--- src/cwsc_pkg.sv ---
// ----------------------------------------------------------------------------
// cwsc_pkg
// Shared types and codes of the contact warm-start cache.
// ----------------------------------------------------------------------------
package cwsc_pkg;

    // input mode codes
    localparam logic [1:0] MODE_MERGE = 2'd0;
    localparam logic [1:0] MODE_WRITE = 2'd1;
    localparam logic [1:0] MODE_CLEAR = 2'd2;

    localparam int QUEUE_DEPTH = 2;

    typedef enum logic [1:0] {
        OP_MERGE = 2'd0,
        OP_WRITE = 2'd1,
        OP_CLEAR = 2'd2
    } op_t;

    typedef struct packed {
        logic [1:0]  mode;
        logic [31:0] feature_key;
        logic [1:0]  slot;
        logic [31:0] normal_impulse;
        logic [31:0] tangent_impulse;
        logic [31:0] bitangent_impulse;
        logic        last;
    } in_word_t;

    typedef struct packed {
        logic [1:0]  batch_index;
        logic        is_new;
        logic [1:0]  new_index;
        logic [31:0] normal_out;
        logic [31:0] tangent_out;
        logic [31:0] bitangent_out;
        logic        overflow;
        logic        batch_done;
    } out_word_t;

    // decoded command as it sits in the queue
    typedef struct packed {
        op_t         op;
        logic [31:0] key;
        logic [1:0]  slot;
        logic [31:0] normal;
        logic [31:0] tangent;
        logic [31:0] bitangent;
        logic        last;
    } cmd_t;

    // queue head as seen by the back end
    typedef struct packed {
        logic valid;
        cmd_t cmd;
    } q_status_t;

endpackage

--- src/cwsc_in_if.sv ---
// ----------------------------------------------------------------------------
// cwsc_in_if
// Input channel of the contact warm-start cache: valid, ready and one word.
// ----------------------------------------------------------------------------
interface cwsc_in_if import cwsc_pkg::*; ();
    logic     valid;
    logic     ready;
    in_word_t data;

    modport source (output valid, output data, input ready);
    modport sink   (input valid, input data, output ready);
endinterface

--- src/cwsc_out_if.sv ---
// ----------------------------------------------------------------------------
// cwsc_out_if
// Result channel of the contact warm-start cache: valid, ready and one word.
// ----------------------------------------------------------------------------
interface cwsc_out_if import cwsc_pkg::*; ();
    logic      valid;
    logic      ready;
    out_word_t data;

    modport source (output valid, output data, input ready);
    modport sink   (input valid, input data, output ready);
endinterface

--- src/cwsc_front.sv ---
// ----------------------------------------------------------------------------
// cwsc_front
// Accepts input words, decodes the mode and queues commands for the back end.
// ----------------------------------------------------------------------------
module cwsc_front import cwsc_pkg::*;
(
    input  logic       clk,
    input  logic       rst_n,
    cwsc_in_if.sink    req,
    output q_status_t  head,
    input  logic       pop
);

    localparam int PW = (QUEUE_DEPTH > 1) ? $clog2(QUEUE_DEPTH) : 1;
    localparam int CW = $clog2(QUEUE_DEPTH + 1);

    cmd_t            q_reg [QUEUE_DEPTH];
    logic [PW-1:0]   wr_ptr_reg, wr_ptr_next;
    logic [PW-1:0]   rd_ptr_reg, rd_ptr_next;
    logic [CW-1:0]   count_reg, count_next;

    cmd_t dec_cmd;
    logic dec_keep;
    logic push;
    logic do_pop;

    always_comb
    begin
        dec_cmd.key       = req.data.feature_key;
        dec_cmd.slot      = req.data.slot;
        dec_cmd.normal    = req.data.normal_impulse;
        dec_cmd.tangent   = req.data.tangent_impulse;
        dec_cmd.bitangent = req.data.bitangent_impulse;
        dec_cmd.last      = req.data.last;
        dec_keep          = 1'b1;
        unique case (req.data.mode)
            MODE_MERGE: dec_cmd.op = OP_MERGE;
            MODE_WRITE: dec_cmd.op = OP_WRITE;
            MODE_CLEAR: dec_cmd.op = OP_CLEAR;
            default:
            begin
                // unused mode: accepted and dropped here
                dec_cmd.op = OP_MERGE;
                dec_keep   = 1'b0;
            end
        endcase
    end

    assign req.ready = (count_reg != CW'(QUEUE_DEPTH));
    assign push      = req.valid && req.ready && dec_keep;
    assign do_pop    = pop && (count_reg != '0);

    assign head.valid = (count_reg != '0);
    assign head.cmd   = q_reg[rd_ptr_reg];

    always_comb
    begin
        wr_ptr_next = wr_ptr_reg;
        rd_ptr_next = rd_ptr_reg;
        count_next  = count_reg;
        if (push)
        begin
            wr_ptr_next = (wr_ptr_reg == PW'(QUEUE_DEPTH - 1)) ? '0 : wr_ptr_reg + 1'b1;
        end
        if (do_pop)
        begin
            rd_ptr_next = (rd_ptr_reg == PW'(QUEUE_DEPTH - 1)) ? '0 : rd_ptr_reg + 1'b1;
        end
        case ({push, do_pop})
            2'b10:   count_next = count_reg + 1'b1;
            2'b01:   count_next = count_reg - 1'b1;
            default: count_next = count_reg;
        endcase
    end

    always_ff @(posedge clk or negedge rst_n)
    begin
        if (!rst_n)
        begin
            wr_ptr_reg <= '0;
            rd_ptr_reg <= '0;
            count_reg  <= '0;
        end
        else
        begin
            wr_ptr_reg <= wr_ptr_next;
            rd_ptr_reg <= rd_ptr_next;
            count_reg  <= count_next;
        end
    end

    always_ff @(posedge clk)
    begin
        if (push)
        begin
            q_reg[wr_ptr_reg] <= dec_cmd;
        end
    end

endmodule

--- src/cwsc_back.sv ---
// ----------------------------------------------------------------------------
// cwsc_back
// Executes queued commands against the contact table and registers results.
// ----------------------------------------------------------------------------
module cwsc_back import cwsc_pkg::*;
#(
    parameter int MAX_CONTACTS = 4,
    parameter int KEY_BITS     = 32
)
(
    input  logic       clk,
    input  logic       rst_n,
    input  q_status_t  head,
    output logic       pop,
    cwsc_out_if.source rsp
);

    localparam int IW = (MAX_CONTACTS > 1) ? $clog2(MAX_CONTACTS) : 1;
    localparam int CW = $clog2(MAX_CONTACTS + 1);
    localparam int SW = CW + 2;

    logic [KEY_BITS-1:0] stored_keys_reg  [MAX_CONTACTS];
    logic [KEY_BITS-1:0] stored_keys_next [MAX_CONTACTS];
    logic [31:0]         stored_normal_reg     [MAX_CONTACTS];
    logic [31:0]         stored_normal_next    [MAX_CONTACTS];
    logic [31:0]         stored_tangent_reg    [MAX_CONTACTS];
    logic [31:0]         stored_tangent_next   [MAX_CONTACTS];
    logic [31:0]         stored_bitangent_reg  [MAX_CONTACTS];
    logic [31:0]         stored_bitangent_next [MAX_CONTACTS];

    logic [KEY_BITS-1:0] staging_keys_reg  [MAX_CONTACTS];
    logic [KEY_BITS-1:0] staging_keys_next [MAX_CONTACTS];
    logic [31:0]         staging_normal_reg     [MAX_CONTACTS];
    logic [31:0]         staging_normal_next    [MAX_CONTACTS];
    logic [31:0]         staging_tangent_reg    [MAX_CONTACTS];
    logic [31:0]         staging_tangent_next   [MAX_CONTACTS];
    logic [31:0]         staging_bitangent_reg  [MAX_CONTACTS];
    logic [31:0]         staging_bitangent_next [MAX_CONTACTS];

    logic [CW-1:0] stored_count_reg, stored_count_next;
    logic [CW-1:0] batch_pos_reg, batch_pos_next;
    logic [CW-1:0] new_count_reg, new_count_next;

    out_word_t out_reg, out_next;
    logic      out_valid_reg, out_valid_next;

    logic [KEY_BITS-1:0]     key_m;
    logic [MAX_CONTACTS-1:0] hit;
    logic                    found;
    logic [IW-1:0]           hit_idx;
    logic                    full;
    logic                    is_merge;
    logic                    is_write;
    logic                    is_clear;
    logic [SW-1:0]           slot_ext;
    logic                    wb_ok;
    logic [31:0]             pn, pt, pb;

    assign pop = head.valid && (!out_valid_reg || rsp.ready);

    assign is_merge = pop && (head.cmd.op == OP_MERGE);
    assign is_write = pop && (head.cmd.op == OP_WRITE);
    assign is_clear = pop && (head.cmd.op == OP_CLEAR);

    assign key_m    = KEY_BITS'(head.cmd.key);
    assign full     = (batch_pos_reg == CW'(MAX_CONTACTS));
    assign slot_ext = SW'(head.cmd.slot);
    assign wb_ok    = (slot_ext < SW'(stored_count_reg)) && (slot_ext < SW'(MAX_CONTACTS));

    // parallel key compare, lowest matching slot wins
    always_comb
    begin
        hit_idx = '0;
        for (int j = 0; j < MAX_CONTACTS; j++)
        begin
            hit[j] = (CW'(j) < stored_count_reg) && (stored_keys_reg[j] == key_m);
        end
        for (int j = MAX_CONTACTS - 1; j >= 0; j--)
        begin
            if (hit[j])
            begin
                hit_idx = IW'(j);
            end
        end
    end

    assign found = |hit;
    assign pn    = found ? stored_normal_reg[hit_idx]    : head.cmd.normal;
    assign pt    = found ? stored_tangent_reg[hit_idx]   : head.cmd.tangent;
    assign pb    = found ? stored_bitangent_reg[hit_idx] : head.cmd.bitangent;

    always_comb
    begin
        stored_keys_next       = stored_keys_reg;
        stored_normal_next     = stored_normal_reg;
        stored_tangent_next    = stored_tangent_reg;
        stored_bitangent_next  = stored_bitangent_reg;
        staging_keys_next      = staging_keys_reg;
        staging_normal_next    = staging_normal_reg;
        staging_tangent_next   = staging_tangent_reg;
        staging_bitangent_next = staging_bitangent_reg;
        stored_count_next      = stored_count_reg;
        batch_pos_next         = batch_pos_reg;
        new_count_next         = new_count_reg;
        out_next               = out_reg;
        out_valid_next         = out_valid_reg;

        if (rsp.ready)
        begin
            out_valid_next = 1'b0;
        end

        if (is_write && wb_ok)
        begin
            for (int i = 0; i < MAX_CONTACTS; i++)
            begin
                if (slot_ext == SW'(i))
                begin
                    stored_normal_next[i]    = head.cmd.normal;
                    stored_tangent_next[i]   = head.cmd.tangent;
                    stored_bitangent_next[i] = head.cmd.bitangent;
                end
            end
        end

        if (is_clear)
        begin
            stored_count_next = '0;
            batch_pos_next    = '0;
            new_count_next    = '0;
        end

        if (is_merge)
        begin
            out_next       = '0;
            out_valid_next = 1'b1;
            if (full)
            begin
                out_next.overflow = 1'b1;
            end
            else
            begin
                out_next.batch_index   = 2'(batch_pos_reg);
                out_next.normal_out    = pn;
                out_next.tangent_out   = pt;
                out_next.bitangent_out = pb;
                if (!found)
                begin
                    out_next.is_new    = 1'b1;
                    out_next.new_index = 2'(new_count_reg);
                    new_count_next     = new_count_reg + 1'b1;
                end
                for (int i = 0; i < MAX_CONTACTS; i++)
                begin
                    if (batch_pos_reg == CW'(i))
                    begin
                        staging_keys_next[i]      = key_m;
                        staging_normal_next[i]    = pn;
                        staging_tangent_next[i]   = pt;
                        staging_bitangent_next[i] = pb;
                    end
                end
                batch_pos_next = batch_pos_reg + 1'b1;
            end

            // commit: entries past the new count are never read
            if (head.cmd.last)
            begin
                stored_keys_next      = staging_keys_next;
                stored_normal_next    = staging_normal_next;
                stored_tangent_next   = staging_tangent_next;
                stored_bitangent_next = staging_bitangent_next;
                stored_count_next     = batch_pos_next;
                batch_pos_next        = '0;
                new_count_next        = '0;
                out_next.batch_done   = 1'b1;
            end
        end
    end

    always_ff @(posedge clk or negedge rst_n)
    begin
        if (!rst_n)
        begin
            stored_count_reg <= '0;
            batch_pos_reg    <= '0;
            new_count_reg    <= '0;
            out_valid_reg    <= 1'b0;
        end
        else
        begin
            stored_count_reg <= stored_count_next;
            batch_pos_reg    <= batch_pos_next;
            new_count_reg    <= new_count_next;
            out_valid_reg    <= out_valid_next;
        end
    end

    always_ff @(posedge clk)
    begin
        stored_keys_reg       <= stored_keys_next;
        stored_normal_reg     <= stored_normal_next;
        stored_tangent_reg    <= stored_tangent_next;
        stored_bitangent_reg  <= stored_bitangent_next;
        staging_keys_reg      <= staging_keys_next;
        staging_normal_reg    <= staging_normal_next;
        staging_tangent_reg   <= staging_tangent_next;
        staging_bitangent_reg <= staging_bitangent_next;
        out_reg               <= out_next;
    end

    assign rsp.valid = out_valid_reg;
    assign rsp.data  = out_reg;

endmodule

--- src/contact_warm_start_cache.sv ---
// ----------------------------------------------------------------------------
// contact_warm_start_cache
// Warm-start cache for persistent contacts: merges a batch of new contacts
// against the stored table, takes over matched impulses and commits batches.
//
//   channel | direction | word        | notes
//   req     | in        | in_word_t   | merge, write back or clear
//   rsp     | out       | out_word_t  | one word per merge item
//
// An accepted command is registered in the two-entry queue and carried out
// once the output register is free: key compare, staging write and commit.
// Sustained rate is one item per cycle while the result side keeps up.
// A stalled result holds the output register; the queue then fills and
// req.ready drops once both entries are taken.
// Reset clears the counts, queue pointers and output valid.
// ----------------------------------------------------------------------------
module contact_warm_start_cache import cwsc_pkg::*;
#(
    parameter int MAX_CONTACTS = 4,
    parameter int KEY_BITS     = 32
)
(
    input  logic       clk,
    input  logic       rst_n,
    cwsc_in_if.sink    req,
    cwsc_out_if.source rsp
);

    q_status_t head;
    logic      pop;

    cwsc_front u_front
    (
        .clk   (clk),
        .rst_n (rst_n),
        .req   (req),
        .head  (head),
        .pop   (pop)
    );

    cwsc_back
    #(
        .MAX_CONTACTS (MAX_CONTACTS),
        .KEY_BITS     (KEY_BITS)
    )
    u_back
    (
        .clk   (clk),
        .rst_n (rst_n),
        .head  (head),
        .pop   (pop),
        .rsp   (rsp)
    );

endmodule

--- src/flat_wrapper.sv ---
// flat-port wrapper written by rule: the top's interface ports become plain ports
module contact_warm_start_cache_flat import cwsc_pkg::*;
#(
    parameter int MAX_CONTACTS = 4,
    parameter int KEY_BITS     = 32
)
  (clk, rst_n, req_valid, req_data, req_ready, rsp_valid, rsp_data, rsp_ready);
  cwsc_in_if req_i ();
  cwsc_out_if rsp_i ();
  input  logic clk;
  input  logic rst_n;
  input wire logic [$bits(req_i.valid)-1:0] req_valid;
  input wire logic [$bits(req_i.data)-1:0] req_data;
  output wire logic [$bits(req_i.ready)-1:0] req_ready;
  output wire logic [$bits(rsp_i.valid)-1:0] rsp_valid;
  output wire logic [$bits(rsp_i.data)-1:0] rsp_data;
  input wire logic [$bits(rsp_i.ready)-1:0] rsp_ready;
  assign req_i.valid = req_valid;
  assign req_i.data = req_data;
  assign req_ready = req_i.ready;
  assign rsp_valid = rsp_i.valid;
  assign rsp_data = rsp_i.data;
  assign rsp_i.ready = rsp_ready;
  contact_warm_start_cache #(.MAX_CONTACTS(MAX_CONTACTS), .KEY_BITS(KEY_BITS)) u_core (.clk(clk), .rst_n(rst_n), .req(req_i), .rsp(rsp_i));
endmodule
--- config.mk ---
export PLATFORM = sky130hd
export DESIGN_NAME = contact_warm_start_cache_flat
export DESIGN_NICKNAME = d
export VERILOG_FILES = /design/src/cwsc_pkg.sv /design/src/cwsc_in_if.sv /design/src/cwsc_out_if.sv /design/src/cwsc_front.sv /design/src/cwsc_back.sv /design/src/contact_warm_start_cache.sv /design/src/flat_wrapper.sv
export SDC_FILE = /design/constraint.sdc
export NUM_CORES = 2
export LEC_CHECK = 0
export BUFFER_PORTS_ARGS = -buffer_cell sky130_fd_sc_hd__buf_2
export CAP_MARGIN = 25
export CORE_MARGIN = 8
export CORE_UTILIZATION = 55
export DETAILED_ROUTE_END_ITERATION = 7
export PLACE_DENSITY = 0.72
export SYNTH_ARGS = -nofsm -noshare
export SYNTH_HDL_FRONTEND = slang
export SYNTH_SLANG_ARGS = --single-unit
--- constraint.sdc ---
create_clock -name clk -period 24.9 [get_ports clk]
set_clock_uncertainty 0.1 [all_clocks]
set_input_delay 4.98 -clock clk [delete_from_list [all_inputs] [get_ports clk]]
set_output_delay 4.98 -clock clk [all_outputs]
set_load 0.005 [all_outputs]
==> flow_metrics.py <==
metrics = {
    "power_and_ir_drop": {
        "p_per_area_mw_per_mm2": 133,
        "ir_drop_v": 0.0000914,
        "leakage_uw": 0.0250,
    },
    "finish": {
        "final_common_cell": "edfxtp_1",
        "layout.cells.most_common_list": "1,009 x edfxtp_1, 906 x nor2_1, 385 x a211oi_1",
        "drive_gt1_share_pct": 20.0,
        "area_growth_pct": 11.0,
        "final_nets": 5512,
        "largest_register_ffs": 266,
    },
    "synth": {
        "ys_async_sr_fraction_pct": 0.925,
        "synth.distinct_cells": 57,
        "synth_edf_count": 1009,
        "yosysSeqAreaShare_pct": 59.2,
        "synthCells": 5337,
        "synthFlopType": "edfxtp_1",
        "ys_warn_count": 0,
        "syn_area_sq_mm": 0.0647,
        "syn_nets": 5481,
        "syn_avg_cell_area_sq_um": 12.1,
        "ys_ff_latch": 1406,
    },
    "grt": {
        "grt_pass1_vias": 42800,
        "grt_pass1_wl_um": 251000,
        "track_usage_pct": 24.3,
        "antenna_found_initial": 4,
        "grt-ovfl-total": 0,
        "grt_max_degree": 158,
    },
    "placement": {
        "dpl.hpwl_um": 91000,
        "portBuffers": 241,
        "gp_congestion": 0.843,
    },
    "sta": {
        "setup_violations": 0,
        "fmax_ghz": 0.117,
        "hold_violations": 0,
        "rsz0062_at_grt": "false",
        "timing.final.crit_share_pct": 34.3,
        "maxSlewViolCount": 0,
        "fin_crit_ns": 8.53,
        "max-slew-margin-rel_pct": 23.7,
        "tns_ns": 0,
        "whs_ns": 0.400,
        "worstMarginPinSlew_ns": 1.14,
    },
    "critical_path": {
        "path_class": "in -> reg",
        "critPathLaunchType": "input pin",
        "reg2reg_to": "u_core.u_back.rsp.data[93]",
        "r2r-start": "u_core.u_front.rd_ptr_reg",
        "crit_fanout": 97,
        "rrSetupSlack_ns": 17.78,
        "cp.required_ns": 25.44,
        "worstPathArrival_ns": 9.07,
        "cp-end-kind": "flip-flop",
        "reg2reg_depth": 12,
    },
    "routing": {
        "wl_per_cell_um": 23.1,
        "drcViolationCount": 0,
        "finalWirelength_um": 162000,
        "drtIter0Drc": 4100,
        "ant_nets": 0,
        "avgViaCountPerCell": 6.14,
        "vias": 43200,
        "dr.pass1.iters": 6,
    },
    "clocking": {
        "cts_buffers": 148,
        "clkTransAtPathRegs_ns": 0.06,
        "h-tree-depth": 4,
        "ctsRootBufferMaster": "clkbuf_16",
        "clk_path_buf_depth": 3,
        "cts_sinks": 1406,
        "post_cts_resized": 0,
        "cts_hold_buf": 0,
        "cts_setup_buffers": 0,
        "cts_tree": "yes",
        "clk_latency_ns": 0.75,
    },
    "floorplan": {
        "start_util_pct": 55.1,
        "io_pins": 242,
        "rows": 126,
        "die_h_um": 359,
        "dieWidth_um": 359,
        "core-area_sq_mm": 0.117,
        "fp.dieArea_sq_mm": 0.129,
    },
    "hold_path": {
        "holdPathEnd": "u_core.u_back.stored_normal_reg[49]",
        "hold_depth": 2,
        "hp-class": "reg -> reg",
        "min_from": "u_core.u_back.staging_normal_reg[49]",
    },
    "run_status": {
        "outcome": "completed",
    },
    "job": {
        "maxCapViolCount": 0,
    },
}
## report_power, final
| group | total (uW) | switching, uW | internal (uW) |
|---|---|---|---|
| registers | 4000 | 346 | 3650 |
| logic | 3330 | 2100 | 1230 |
| clock network | 2230 | 916 | 1310 |
## stage by stage
step	worst slack (ns)	utilization, %	cells	cell area, sq um	total power, uW
final	16.37	61.2	7028	71800	9550
after global routing	16.17	61.2	7026	71800	10100
after CTS	16.21	61.1	7019	71600	9560
after detailed placement	15.49	56.8	6747	66700	7320
after global placement	15.57	56.8	6746	66600	7180
after floorplan	6.47	-	5337	64700	6670
## layout make-up
| cell class | count | area (sq um) |
|---|---|---|
| Fill cell | 9226 | 45500 |
| Sequential cell | 1406 | 38300 |
| Multi-Input combinational cell | 3323 | 24000 |
| Clock buffer | 213 | 4380 |
| Timing Repair Buffer | 317 | 2000 |
| Tap cell | 1536 | 1920 |
| Inverter | 172 | 656 |
| Clock inverter | 59 | 566 |
| Antenna cell | 2 | 5.00 |
## synthesized netlist by cell type, drive strengths merged (100+ instances only)
cell	number	share of area (%)
mux2i	133	2.6
edfxtp	1009	47
o21ai	218	1.7
inv	172	1.0
buf	124	1.1
a211oi	385	4.5
nor3b	100	1.2
clkbuf	312	1.8
dfxtp	384	12
nor4	107	1.0
a21oi	380	3.3
xnor2	123	1.7
a21o	264	3.1
a31oi	450	8.4
nor2	909	5.3
## logic make-up (layout without fill, tap and decap cells)
family	after synthesis	count (layout)	synth area share, %
compound gates	1805	1805	23.7
flops	1406	1406	59.2
simple gates	1245	1245	8.57
buf+inv	608	761	3.95
xor+xnor	133	133	1.80
mux	133	133	2.57
fa+ha+maj	7	7	0.135
other cells	0	2	0
## metal layers
layer	vias to the layer above	part of all wire, %	GRT usage (%)
li1	20100	-	-
met1	21200	42	32.6
met2	1586	48	39.6
met3	319	7.0	4.33
met4	2	3.2	8.82
met5	-	0.0080	0
## how the worst max path moves through the flow
stage,startpoint,endpoint,cells after the start
floorplan,rsp_ready,u_core.u_back.rsp.data[0],5
global placement,rsp_ready,u_core.u_back.stored_normal_reg[115],11
detailed placement,rsp_ready,u_core.u_back.stored_normal_reg[116],11
CTS,rsp_ready,u_core.u_back.stored_normal_reg[72],11
global route,rsp_ready,u_core.u_back.stored_bitangent_reg[116],10
finish,rsp_ready,u_core.u_back.stored_bitangent_reg[116],10
## critical path: stages
cell      delay, ns
buf_2          0.07
nand2b_1       0.21
o21a_1         0.31
nand3_1        0.33
nor2_4         0.18
buf_4          0.70
buf_4          0.89
buf_4          0.87
a211oi_1       0.15
a21o_1         0.22
Power figures use the tool's default switching activity.
